File: src/hdl/prts_pkg.sv
// Package for the periodic report table scheduler: widths, codes, state
// encoding and the controller/datapath command and status structs.
// No dependencies.
package prts_pkg;

  localparam int TableSlots = 16;
  localparam int SlotW      = $clog2(TableSlots);
  localparam int CountW     = $clog2(TableSlots + 1);
  localparam int ParamLimit = 32;

  typedef enum logic [2:0] {
    FN_CREATE = 3'd0,
    FN_DELETE = 3'd1,
    FN_SETEN  = 3'd2,
    FN_FIND   = 3'd3,
    FN_DUE    = 3'd4
  } func_t;

  typedef enum logic [2:0] {
    ST_OK   = 3'd0,
    ST_BAD  = 3'd1,
    ST_MANY = 3'd2,
    ST_DUP  = 3'd3,
    ST_FULL = 3'd4,
    ST_NONE = 3'd5
  } status_t;

  typedef enum logic [2:0] {
    S_IDLE,
    S_SCAN,
    S_READ,
    S_APPLY,
    S_OUT
  } state_t;

  typedef struct packed {
    logic         [2:0] func;
    logic        [15:0] entry_id;
    logic         [7:0] param_total;
    logic        [31:0] period_seconds;
    logic               enable_flag;
    logic        [31:0] now_time;
  } req_t;

  typedef struct packed {
    logic         [2:0] status;
    logic               found;
    logic         [3:0] slot_index;
    logic        [15:0] hit_id;
    logic        [31:0] hit_period;
    logic               hit_enabled;
    logic        [31:0] hit_last_emit;
    logic         [7:0] hit_param_total;
    logic         [4:0] entry_count;
    logic        [31:0] change_generation;
  } rsp_t;

  // controller to datapath
  typedef struct packed {
    logic load;      // capture request, clear scan state
    logic scan;      // address slot idx_r, examine slot idx_d_r
    logic read_hit;  // start read of the chosen slot
    logic apply;     // write table, form result
  } cmd_t;

  // datapath to controller
  typedef struct packed {
    logic scan_last;
  } sts_t;

endpackage

File: src/hdl/prts_if.sv
// Valid/ready channel interface carrying one payload type.
// Depends on prts_pkg for the payload types.
interface prts_req_if;
  logic             valid;
  logic             ready;
  prts_pkg::req_t   data;
  modport source (output valid, output data, input ready);
  modport sink   (input valid, input data, output ready);
endinterface

interface prts_rsp_if;
  logic             valid;
  logic             ready;
  prts_pkg::rsp_t   data;
  modport source (output valid, output data, input ready);
  modport sink   (input valid, input data, output ready);
endinterface

interface prts_cfg_if;
  logic        valid;
  logic        ready;
  logic [15:0] data;
  modport source (output valid, output data, input ready);
  modport sink   (input valid, input data, output ready);
endinterface

File: src/hdl/prts_ram.sv
// Generic single-port-write, single-read RAM with registered read data.
// No dependencies.
module prts_ram #(
  parameter int Width = 8,
  parameter int Depth = 16
) (
  input  logic                     clk,
  input  logic                     we,
  input  logic [$clog2(Depth)-1:0] waddr,
  input  logic [Width-1:0]         wdata,
  input  logic [$clog2(Depth)-1:0] raddr,
  output logic [Width-1:0]         rdata
);
  logic [Width-1:0] mem [Depth];

  always_ff @(posedge clk) begin
    if (we) begin
      mem[waddr] <= wdata;
    end
    rdata <= mem[raddr];
  end
endmodule

File: src/hdl/prts_ctrl.sv
// Controller state machine for the scheduler: sequences load, slot scan,
// hit read, table update and result transfer. Depends on prts_pkg.
module prts_ctrl (
  input  logic            clk,
  input  logic            rst_n,
  input  logic            in_valid,
  output logic            in_ready,
  output logic            out_valid,
  input  logic            out_ready,
  input  prts_pkg::sts_t  sts,
  output prts_pkg::cmd_t  cmd
);
  prts_pkg::state_t state_r, state_nxt;

  // state register
  always_ff @(posedge clk) begin
    if (!rst_n) begin
      state_r <= prts_pkg::S_IDLE;
    end else begin
      state_r <= state_nxt;
    end
  end

  // next state and commands
  always_comb begin
    state_nxt = state_r;
    cmd       = '0;
    in_ready  = 1'b0;
    out_valid = 1'b0;
    case (state_r)
      prts_pkg::S_IDLE: begin
        in_ready = 1'b1;
        if (in_valid) begin
          cmd.load  = 1'b1;
          state_nxt = prts_pkg::S_SCAN;
        end
      end
      prts_pkg::S_SCAN: begin
        cmd.scan = 1'b1;
        if (sts.scan_last) begin
          state_nxt = prts_pkg::S_READ;
        end
      end
      prts_pkg::S_READ: begin
        cmd.read_hit = 1'b1;
        state_nxt    = prts_pkg::S_APPLY;
      end
      prts_pkg::S_APPLY: begin
        cmd.apply = 1'b1;
        state_nxt = prts_pkg::S_OUT;
      end
      prts_pkg::S_OUT: begin
        out_valid = 1'b1;
        if (out_ready) begin
          state_nxt = prts_pkg::S_IDLE;
        end
      end
      default: state_nxt = prts_pkg::S_IDLE;
    endcase
  end
endmodule

File: src/hdl/prts_dp.sv
// Datapath for the scheduler: table flags in flip-flops, entry fields in
// RAMs, one-slot-a-cycle scan, update and result register.
// Depends on prts_pkg and prts_ram.
module prts_dp (
  input  logic            clk,
  input  logic            rst_n,
  input  prts_pkg::cmd_t  cmd,
  output prts_pkg::sts_t  sts,
  input  prts_pkg::req_t  req,
  input  logic [15:0]     min_id,
  output prts_pkg::rsp_t  rsp
);
  localparam int SW = prts_pkg::SlotW;
  localparam int CW = prts_pkg::CountW;

  prts_pkg::req_t        req_r;
  logic [prts_pkg::TableSlots-1:0] used_r, en_r;
  logic [CW-1:0]         count_r;
  logic [31:0]           gen_r;
  logic [SW-1:0]         idx_r;
  logic [SW-1:0]         idx_d_r;   // slot whose RAM data is now valid
  logic                  scan_v_r;
  logic                  match_v_r, free_v_r, due_v_r;
  logic [SW-1:0]         match_r, free_r, due_r;
  logic [31:0]           due_le_r;
  logic [SW-1:0]         sel;
  logic [SW-1:0]         raddr;
  logic                  we;
  logic [SW-1:0]         waddr;
  logic [15:0]           id_wd, id_rd;
  logic [31:0]           per_wd, per_rd;
  logic [31:0]           le_wd, le_rd;
  logic [7:0]            pt_wd, pt_rd;
  prts_pkg::rsp_t        rsp_r;
  prts_pkg::rsp_t        rsp_nxt;
  logic [CW-1:0]         count_nxt;
  logic [31:0]           gen_nxt;
  prts_pkg::func_t       fn;
  logic                  create_ok, delete_ok, seten_chg;
  logic                  hit, mine, lastc;
  logic [31:0]           age;

  prts_ram #(.Width(16), .Depth(prts_pkg::TableSlots)) u_id (
    .clk, .we, .waddr, .wdata(id_wd), .raddr, .rdata(id_rd));
  prts_ram #(.Width(32), .Depth(prts_pkg::TableSlots)) u_per (
    .clk, .we, .waddr, .wdata(per_wd), .raddr, .rdata(per_rd));
  prts_ram #(.Width(32), .Depth(prts_pkg::TableSlots)) u_le (
    .clk, .we, .waddr, .wdata(le_wd), .raddr, .rdata(le_rd));
  prts_ram #(.Width(8), .Depth(prts_pkg::TableSlots)) u_pt (
    .clk, .we, .waddr, .wdata(pt_wd), .raddr, .rdata(pt_rd));

  assign fn = prts_pkg::func_t'(req_r.func);

  // slot picked for the hit read
  always_comb begin
    case (fn)
      prts_pkg::FN_DUE: sel = due_r;
      default:          sel = match_r;
    endcase
  end

  assign raddr = cmd.read_hit ? sel : idx_r;
  assign lastc = (idx_r == SW'(prts_pkg::TableSlots - 1));
  assign sts.scan_last = scan_v_r && (idx_d_r == SW'(prts_pkg::TableSlots - 1));
  assign mine  = used_r[idx_d_r];
  assign age   = req_r.now_time - le_rd;
  assign hit   = (fn == prts_pkg::FN_DUE) ? due_v_r : match_v_r;

  // operations that change the table
  assign create_ok = (fn == prts_pkg::FN_CREATE)
                     && (req_r.param_total != '0) && (req_r.entry_id >= min_id)
                     && (req_r.param_total <= 8'(prts_pkg::ParamLimit))
                     && !match_v_r && free_v_r;
  assign delete_ok = (fn == prts_pkg::FN_DELETE) && match_v_r;
  assign seten_chg = (fn == prts_pkg::FN_SETEN) && match_v_r
                     && (en_r[match_r] != req_r.enable_flag);

  // table write on create success or due stamp
  always_comb begin
    we     = 1'b0;
    waddr  = free_r;
    id_wd  = req_r.entry_id;
    per_wd = req_r.period_seconds;
    le_wd  = '0;
    pt_wd  = req_r.param_total;
    if (cmd.apply) begin
      case (fn)
        prts_pkg::FN_CREATE: begin
          we = create_ok;
        end
        prts_pkg::FN_DUE: begin
          we     = due_v_r;
          waddr  = due_r;
          id_wd  = id_rd;
          per_wd = per_rd;
          le_wd  = req_r.now_time;
          pt_wd  = pt_rd;
        end
        default: we = 1'b0;
      endcase
    end
  end

  // form the result and the next counts
  always_comb begin
    rsp_nxt        = '0;
    rsp_nxt.status = prts_pkg::ST_OK;
    case (fn)
      prts_pkg::FN_CREATE: begin
        if (req_r.param_total == '0 || req_r.entry_id < min_id) begin
          rsp_nxt.status = prts_pkg::ST_BAD;
        end else if (req_r.param_total > 8'(prts_pkg::ParamLimit)) begin
          rsp_nxt.status = prts_pkg::ST_MANY;
        end else if (match_v_r) begin
          rsp_nxt.status = prts_pkg::ST_DUP;
        end else if (!free_v_r) begin
          rsp_nxt.status = prts_pkg::ST_FULL;
        end
      end
      prts_pkg::FN_DELETE, prts_pkg::FN_SETEN, prts_pkg::FN_FIND: begin
        if (!match_v_r) begin
          rsp_nxt.status = prts_pkg::ST_NONE;
        end
      end
      prts_pkg::FN_DUE: rsp_nxt.status = prts_pkg::ST_OK;
      default: rsp_nxt.status = prts_pkg::ST_BAD;
    endcase
    count_nxt = count_r;
    if (create_ok) begin
      count_nxt = count_r + 1'b1;
    end else if (delete_ok) begin
      count_nxt = count_r - 1'b1;
    end
    gen_nxt = gen_r;
    if (create_ok || delete_ok || seten_chg) begin
      gen_nxt = gen_r + 1'b1;
    end
    rsp_nxt.entry_count       = 5'(count_nxt);
    rsp_nxt.change_generation = gen_nxt;
    // hit fields for find and due
    if (hit && (fn == prts_pkg::FN_FIND || fn == prts_pkg::FN_DUE)) begin
      rsp_nxt.found           = 1'b1;
      rsp_nxt.slot_index      = 4'(sel);
      rsp_nxt.hit_id          = id_rd;
      rsp_nxt.hit_period      = per_rd;
      rsp_nxt.hit_enabled     = en_r[sel];
      rsp_nxt.hit_param_total = pt_rd;
      rsp_nxt.hit_last_emit   = (fn == prts_pkg::FN_DUE) ? req_r.now_time : le_rd;
    end
  end

  // scan, flags, counters and result
  always_ff @(posedge clk) begin
    if (!rst_n) begin
      used_r  <= '0;
      count_r <= '0;
      gen_r   <= '0;
      scan_v_r <= 1'b0;
    end else begin
      if (cmd.load) begin
        req_r     <= req;
        idx_r     <= '0;
        scan_v_r  <= 1'b0;
        match_v_r <= 1'b0;
        free_v_r  <= 1'b0;
        due_v_r   <= 1'b0;
      end
      if (cmd.scan) begin
        // advance address; RAM data for idx_d_r arrives in the next cycle
        idx_d_r  <= idx_r;
        scan_v_r <= 1'b1;
        if (!lastc) begin
          idx_r <= idx_r + 1'b1;
        end
        if (scan_v_r) begin
          if (mine && id_rd == req_r.entry_id && !match_v_r) begin
            match_v_r <= 1'b1;
            match_r   <= idx_d_r;
          end
          if (!mine && !free_v_r) begin
            free_v_r <= 1'b1;
            free_r   <= idx_d_r;
          end
          if (mine && en_r[idx_d_r] && per_rd != '0 && age >= per_rd
              && (!due_v_r || le_rd < due_le_r)) begin
            due_v_r  <= 1'b1;
            due_r    <= idx_d_r;
            due_le_r <= le_rd;
          end
        end
      end
      if (cmd.apply) begin
        rsp_r   <= rsp_nxt;
        count_r <= count_nxt;
        gen_r   <= gen_nxt;
        if (create_ok) begin
          used_r[free_r] <= 1'b1;
          en_r[free_r]   <= 1'b0;
        end
        if (delete_ok) begin
          used_r[match_r] <= 1'b0;
        end
        if (seten_chg) begin
          en_r[match_r] <= req_r.enable_flag;
        end
      end
    end
  end

  assign rsp = rsp_r;
endmodule

File: src/hdl/periodic_report_table_scheduler.sv
// Top level of the periodic report table scheduler.
//   channel | dir | payload
//   in_     | in  | func, entry_id, param_total, period_seconds, enable_flag, now_time
//   out_    | out | status, found, slot_index, hit_*, entry_count, change_generation
//   cfg_    | in  | min_identifier (16 bit)
// Each item is loaded, scanned one slot a cycle over the entry RAMs, read,
// applied and then held until the output takes it.
// rst_n (synchronous) empties the table, zeroes the counts and sets
// min_identifier to 1. A stalled result holds until transferred; no new
// item is taken meanwhile. Depends on prts_pkg, prts_if, prts_ctrl, prts_dp.
module periodic_report_table_scheduler (
  input  logic clk,
  input  logic rst_n,
  prts_req_if.sink   in_ch,
  prts_rsp_if.source out_ch,
  prts_cfg_if.sink   cfg_ch
);
  prts_pkg::cmd_t cmd;
  prts_pkg::sts_t sts;
  logic [15:0]    min_id_r;

  // configuration register
  assign cfg_ch.ready = 1'b1;
  always_ff @(posedge clk) begin
    if (!rst_n) begin
      min_id_r <= 16'd1;
    end else if (cfg_ch.valid) begin
      min_id_r <= cfg_ch.data;
    end
  end

  prts_ctrl u_ctrl (
    .clk, .rst_n,
    .in_valid(in_ch.valid), .in_ready(in_ch.ready),
    .out_valid(out_ch.valid), .out_ready(out_ch.ready),
    .sts, .cmd);

  prts_dp u_dp (
    .clk, .rst_n, .cmd, .sts,
    .req(in_ch.data), .min_id(min_id_r), .rsp(out_ch.data));
endmodule

File: src/flat_wrapper.sv
// flat-port wrapper written by rule: the top's interface ports become plain ports
module periodic_report_table_scheduler_flat 
  (clk, rst_n, in_ch_valid, in_ch_data, in_ch_ready, out_ch_valid, out_ch_data, out_ch_ready, cfg_ch_valid, cfg_ch_data, cfg_ch_ready);
  prts_req_if in_ch_i ();
  prts_rsp_if out_ch_i ();
  prts_cfg_if cfg_ch_i ();
  input  logic clk;
  input  logic rst_n;
  input wire logic [$bits(in_ch_i.valid)-1:0] in_ch_valid;
  input wire logic [$bits(in_ch_i.data)-1:0] in_ch_data;
  output wire logic [$bits(in_ch_i.ready)-1:0] in_ch_ready;
  output wire logic [$bits(out_ch_i.valid)-1:0] out_ch_valid;
  output wire logic [$bits(out_ch_i.data)-1:0] out_ch_data;
  input wire logic [$bits(out_ch_i.ready)-1:0] out_ch_ready;
  input wire logic [$bits(cfg_ch_i.valid)-1:0] cfg_ch_valid;
  input wire logic [$bits(cfg_ch_i.data)-1:0] cfg_ch_data;
  output wire logic [$bits(cfg_ch_i.ready)-1:0] cfg_ch_ready;
  assign in_ch_i.valid = in_ch_valid;
  assign in_ch_i.data = in_ch_data;
  assign in_ch_ready = in_ch_i.ready;
  assign out_ch_valid = out_ch_i.valid;
  assign out_ch_data = out_ch_i.data;
  assign out_ch_i.ready = out_ch_ready;
  assign cfg_ch_i.valid = cfg_ch_valid;
  assign cfg_ch_i.data = cfg_ch_data;
  assign cfg_ch_ready = cfg_ch_i.ready;
  periodic_report_table_scheduler u_core (.clk(clk), .rst_n(rst_n), .in_ch(in_ch_i), .out_ch(out_ch_i), .cfg_ch(cfg_ch_i));
endmodule
File: config.mk
export PLATFORM = sky130hd
export DESIGN_NAME = periodic_report_table_scheduler_flat
export DESIGN_NICKNAME = d
export VERILOG_FILES = /design/src/hdl/prts_pkg.sv /design/src/hdl/prts_if.sv /design/src/hdl/prts_ram.sv /design/src/hdl/prts_ctrl.sv /design/src/hdl/prts_dp.sv /design/src/hdl/periodic_report_table_scheduler.sv /design/src/flat_wrapper.sv
export SDC_FILE = /design/constraint.sdc
export NUM_CORES = 2
export LEC_CHECK = 0
export ABC_AREA = 1
export BUFFER_PORTS_ARGS = -buffer_cell sky130_fd_sc_hd__buf_4
export CAP_MARGIN = 20
export CELL_PAD_IN_SITES_DETAIL_PLACEMENT = 1
export CELL_PAD_IN_SITES_GLOBAL_PLACEMENT = 2
export CORE_MARGIN = 2
export CORE_UTILIZATION = 38
export CTS_BUF_LIST = sky130_fd_sc_hd__clkbuf_8
export CTS_CLUSTER_DIAMETER = 150
export CTS_CLUSTER_SIZE = 28
export DETAILED_ROUTE_END_ITERATION = 10
export MAX_ROUTING_LAYER = met4
export PLACE_DENSITY = 0.78
export SETUP_SLACK_MARGIN = 0.2
export SLEW_MARGIN = 0
export SYNTH_ARGS = -nofsm -noshare
export SYNTH_HDL_FRONTEND = slang
export SYNTH_HIERARCHICAL = 1
export SYNTH_SLANG_ARGS = --single-unit
File: constraint.sdc
create_clock -name clk -period 4.4 [get_ports clk]
set_input_delay 0 -clock clk [delete_from_list [all_inputs] [get_ports clk]]
set_output_delay 0 -clock clk [all_outputs]
set_load 0.02 [all_outputs]
==> out/summary.txt <==
number of buffers added by the clock tree synthesis step -> 76
worst relative slew slack -> 0.245
1st-iter DRT viols -> 4670
kind of launch point of the worst setup path -> register
MaxCap Viol Count -> 0
highest ir drop seen on vdd -> 0.231 mV
Arrival @ worst endpoint -> 4.58 ns
fraction of met3 tracks used by global routing -> 0.0193
Hold Path Depth -> 5
Vias/cell -> 5.10
setup repair after global routing missed its margin -> false
synth top area cells -> sky130_fd_sc_hd__edfxtp_1 61%, sky130_fd_sc_hd__nand2_1 11%, sky130_fd_sc_hd__nand3_1 7.3%
ratio of final minimum period to clock period -> 0.900
status -> finished, final reports clean
Synth Cell Area -> 0.0834 mm^2
Rows -> 171
share of the yosys chip area belonging to registers -> 0.653
count of mapped cells out of synthesis -> 8326
cells on worst reg2reg path -> 12
Hold Path Sink -> u_core/min_id_r[0]
total negative slack -> 0 ns
worst hold path startpoint -> cfg_ch_valid
minimum setup slack after placement -> 0.128 ns
final routed wire length divided by cell count -> 22.9 um
most area-hungry cell type in the Yosys netlist -> sky130_fd_sc_hd__edfxtp_1
GR Layer Usage met2 -> 0.418
type of the most critical hold path -> in -> reg
busiest grt layer -> met2
post-synthesis register bit count -> 1866
nets@finish -> 9102
final critical-path required period -> 3.96 ns
post-synthesis area per instance -> 10.0 um^2
count of pins over their slew limit -> 0
Register-to-Register Setup Slack -> 0.44 ns
Longest Clk Path Bufs -> 3
most common flop cell mapped by yosys -> sky130_fd_sc_hd__edfxtp_1
via count of the first global-routing pass -> 62.3k
Storage cell area -> 0.0544 mm^2
placeable core region -> 0.218 mm^2
layout cells sized above 1 -> 0.0877
Setup crit end kind -> register
number of warnings printed during yosys synthesis -> 6
initial standard-cell utilization of the core -> 0.383
GR Util All Layers -> 0.245
met1 capacity usage during global routing -> 0.310
quantity of I/O buffers inserted on ports -> 248
Pwr Density -> 386 mW/mm^2
CTS H-tree depth -> 3
async set or reset register ratio after synthesis -> 0
DIE HEIGHT -> 472 um
clock tree root driver cell -> sky130_fd_sc_hd__clkbuf_8
data required time at the worst endpoint -> 5.03 ns
number of fillers in the final layout -> 24.3k
total DRC errors in the routed layout -> 0
worst-margin pin slew -> 1.13 ns
maximum clock frequency -> 253 MHz
post-route total power -> 36.4 mW
crit path kind -> reg -> reg
clock skew -> 0.0513 ns
placer's final routability congestion estimate -> 0.867
Total Routed Length -> 270000 um
Critical Path Fanout Max -> 13
largest net degree at the start of global routing -> 142
capture instance of the worst register-to-register path -> u_core/u_dp/u_le/mem[15][20]
Post-Synthesis Net Count -> 8554
Worst-Skew Late Latency -> 0.93 ns
leading cell type by number of instances after synthesis -> sky130_fd_sc_hd__nand2_1
Finished Core Util -> 0.433
wire length of the first global-routing pass -> 400000 um
I/O pins -> 250
antenna-violating nets left -> 0
CTS tree -> built
Pre-antenna DRT Iters -> 5
standard cell area after detailed placement -> 0.0899 mm^2
Synth top area share -> 0.614
count of distinct cell types in the synthesized netlist -> 51
startpoint of the most critical register-to-register path -> u_core/u_dp/req_r[83]
top post-synthesis cells by count -> 2413 x sky130_fd_sc_hd__nand2_1, 1705 x sky130_fd_sc_hd__edfxtp_1, 1450 x sky130_fd_sc_hd__inv_1
least setup slack across all paths after layout -> 0.442 ns
final hold violation count -> 0
DIE AREA -> 0.223 mm^2
final setup violating endpoints -> 0
number of vias after detailed routing -> 60.1k
aggregate global routing overflow -> 0
cell area after layout -> 0.0942 mm^2
width of the chip -> 472 um
EDFF count, synth -> 1705
register clock-pin slew on the reported worst setup and hold paths -> 0.18 ns
Multi-input gate area -> 0.0217 mm^2
antenna violations before repair -> 12
clock net sink count -> 1866
half-perimeter wire length after placement -> 172000 um
leakage -> 39.9 nW
area added between synthesis and finish -> 13.1%
-- layout make-up --
| cell class | count | area share |
|---|---|---|
| tap | 2854 | 0.0379 |
| sequential | 1866 | 0.578 |
| antenna | 5 | 0.000133 |
| clock inverter | 57 | 0.00243 |
| clock buffer | 77 | 0.0112 |
| multi-input combinational | 4636 | 0.230 |
| inverter | 1465 | 0.0586 |
| timing repair buffer | 829 | 0.0823 |
-- logic make-up after synthesis --
group / synth area share
fa+ha+maj: 0.0174
flops: 0.653
buf+inv: 0.0929
other cells: 0.0000450
simple gates: 0.205
xor+xnor: 0.00662
compound gates: 0.0249
-- state kept, by name (all words and copies together), names as in the netlist, 5 cells and up --
signal	cells
u_core/u_dp/u_per/mem	512
u_core/min_id_r	16
u_core/u_dp/u_le/mem	512
u_core/u_dp/en_r	16
u_core/u_dp/used_r	16
u_core/u_dp/gen_r	32
u_core/u_dp/rsp	134
u_core/u_dp/u_per/rdata	32
u_core/u_dp/count_r	5
u_core/u_dp/u_id/mem	256
u_core/u_dp/u_le/rdata	32
u_core/u_dp/req_r	89
u_core/u_dp/u_pt/rdata	8
u_core/u_dp/u_id/rdata	16
u_core/u_dp/u_pt/mem	128
u_core/u_dp/due_le_r	32
-- metal layers --
| metal | up-vias | part of all wire | wire length [um] |
|---|---|---|---|
| met5 | - | 0 | 0 |
| met3 | 319 | 0.040 | 10700 |
| met2 | 1224 | 0.50 | 135000 |
| li1 | 28000 | - | - |
| met4 | 0 | 0.033 | 8840 |
| met1 | 30600 | 0.43 | 115000 |
-- cell usage in the layout (no fill, tap or decap), drive strengths merged, types with 119 or more instances in the layout --
cell / instances
a21oi: 119
buf: 554
dfxtp: 161
dlygate4sd3: 269
edfxtp: 1705
inv: 1518
nand2: 2417
nand3: 1219
nor2: 370
o21ai: 170
-- worst max-delay path, cell delays in order, from the launching register on --
cell and delay [ns]:
sky130_fd_sc_hd__edfxtp_1 0.57, sky130_fd_sc_hd__ha_1 0.37, sky130_fd_sc_hd__nand4_1 0.20, sky130_fd_sc_hd__nor2_1 0.35, sky130_fd_sc_hd__nand3_1 0.11, sky130_fd_sc_hd__nand3_1 0.11, sky130_fd_sc_hd__buf_4 0.24, sky130_fd_sc_hd__nand2_2 0.09
sky130_fd_sc_hd__a21oi_2 0.17, sky130_fd_sc_hd__buf_4 0.28, sky130_fd_sc_hd__nand3_1 0.37, sky130_fd_sc_hd__nor2_4 0.52, sky130_fd_sc_hd__buf_12 0.23
-- per-stage QoR --
| step | hold slack, ns | cells |
|---|---|---|
| 2_1_floorplan | 0.0989 | 8326 |
| 3_3_place_gp | 0.180 | 11400 |
| 3_5_place_dp | 0.179 | 11400 |
| 4_1_cts | 0.0141 | 11800 |
| 5_1_grt | 0.124 | 11800 |
| 6_report | 0.127 | 11800 |
-- timing repair --
| item | CTS | global route |
|---|---|---|
| pin swaps | 3 | 9 |
| resized for setup | 12 | 31 |
| setup buffers | 3 | 7 |
| hold endpoints to repair | 147 | 0 |
| hold buffers | 269 | 0 |
| endpoints found under the setup margin | 32 | 36 |
| gates cloned | 2 | 0 |
-- power breakdown --
part,switching (mW),internal (mW)
clock network,5.37,1.67
logic,6.52,2.81
registers,0.315,19.7
total,12.2,24.2
-- worst max-delay path by stage --
stage	cells past startpoint	start	slack, ns	to
finish	12	u_core/u_dp/req_r[83]	0.44	u_core/u_dp/u_le/mem[15][20]
global route	23	u_core/u_dp/req_r[4]	0.22	u_core/u_dp/due_le_r[22]
CTS	28	u_core/u_dp/req_r[0]	0.23	u_core/u_dp/due_le_r[12]
detailed placement	28	u_core/u_dp/req_r[0]	0.13	u_core/u_dp/due_le_r[19]
global placement	23	u_core/u_dp/req_r[6]	0.12	u_core/u_dp/due_le_r[17]
floorplan	9	u_core/u_dp/fn[1]	0.14	u_core/u_dp/u_le/mem[12][0]
(Power assumes the default switching activity.)
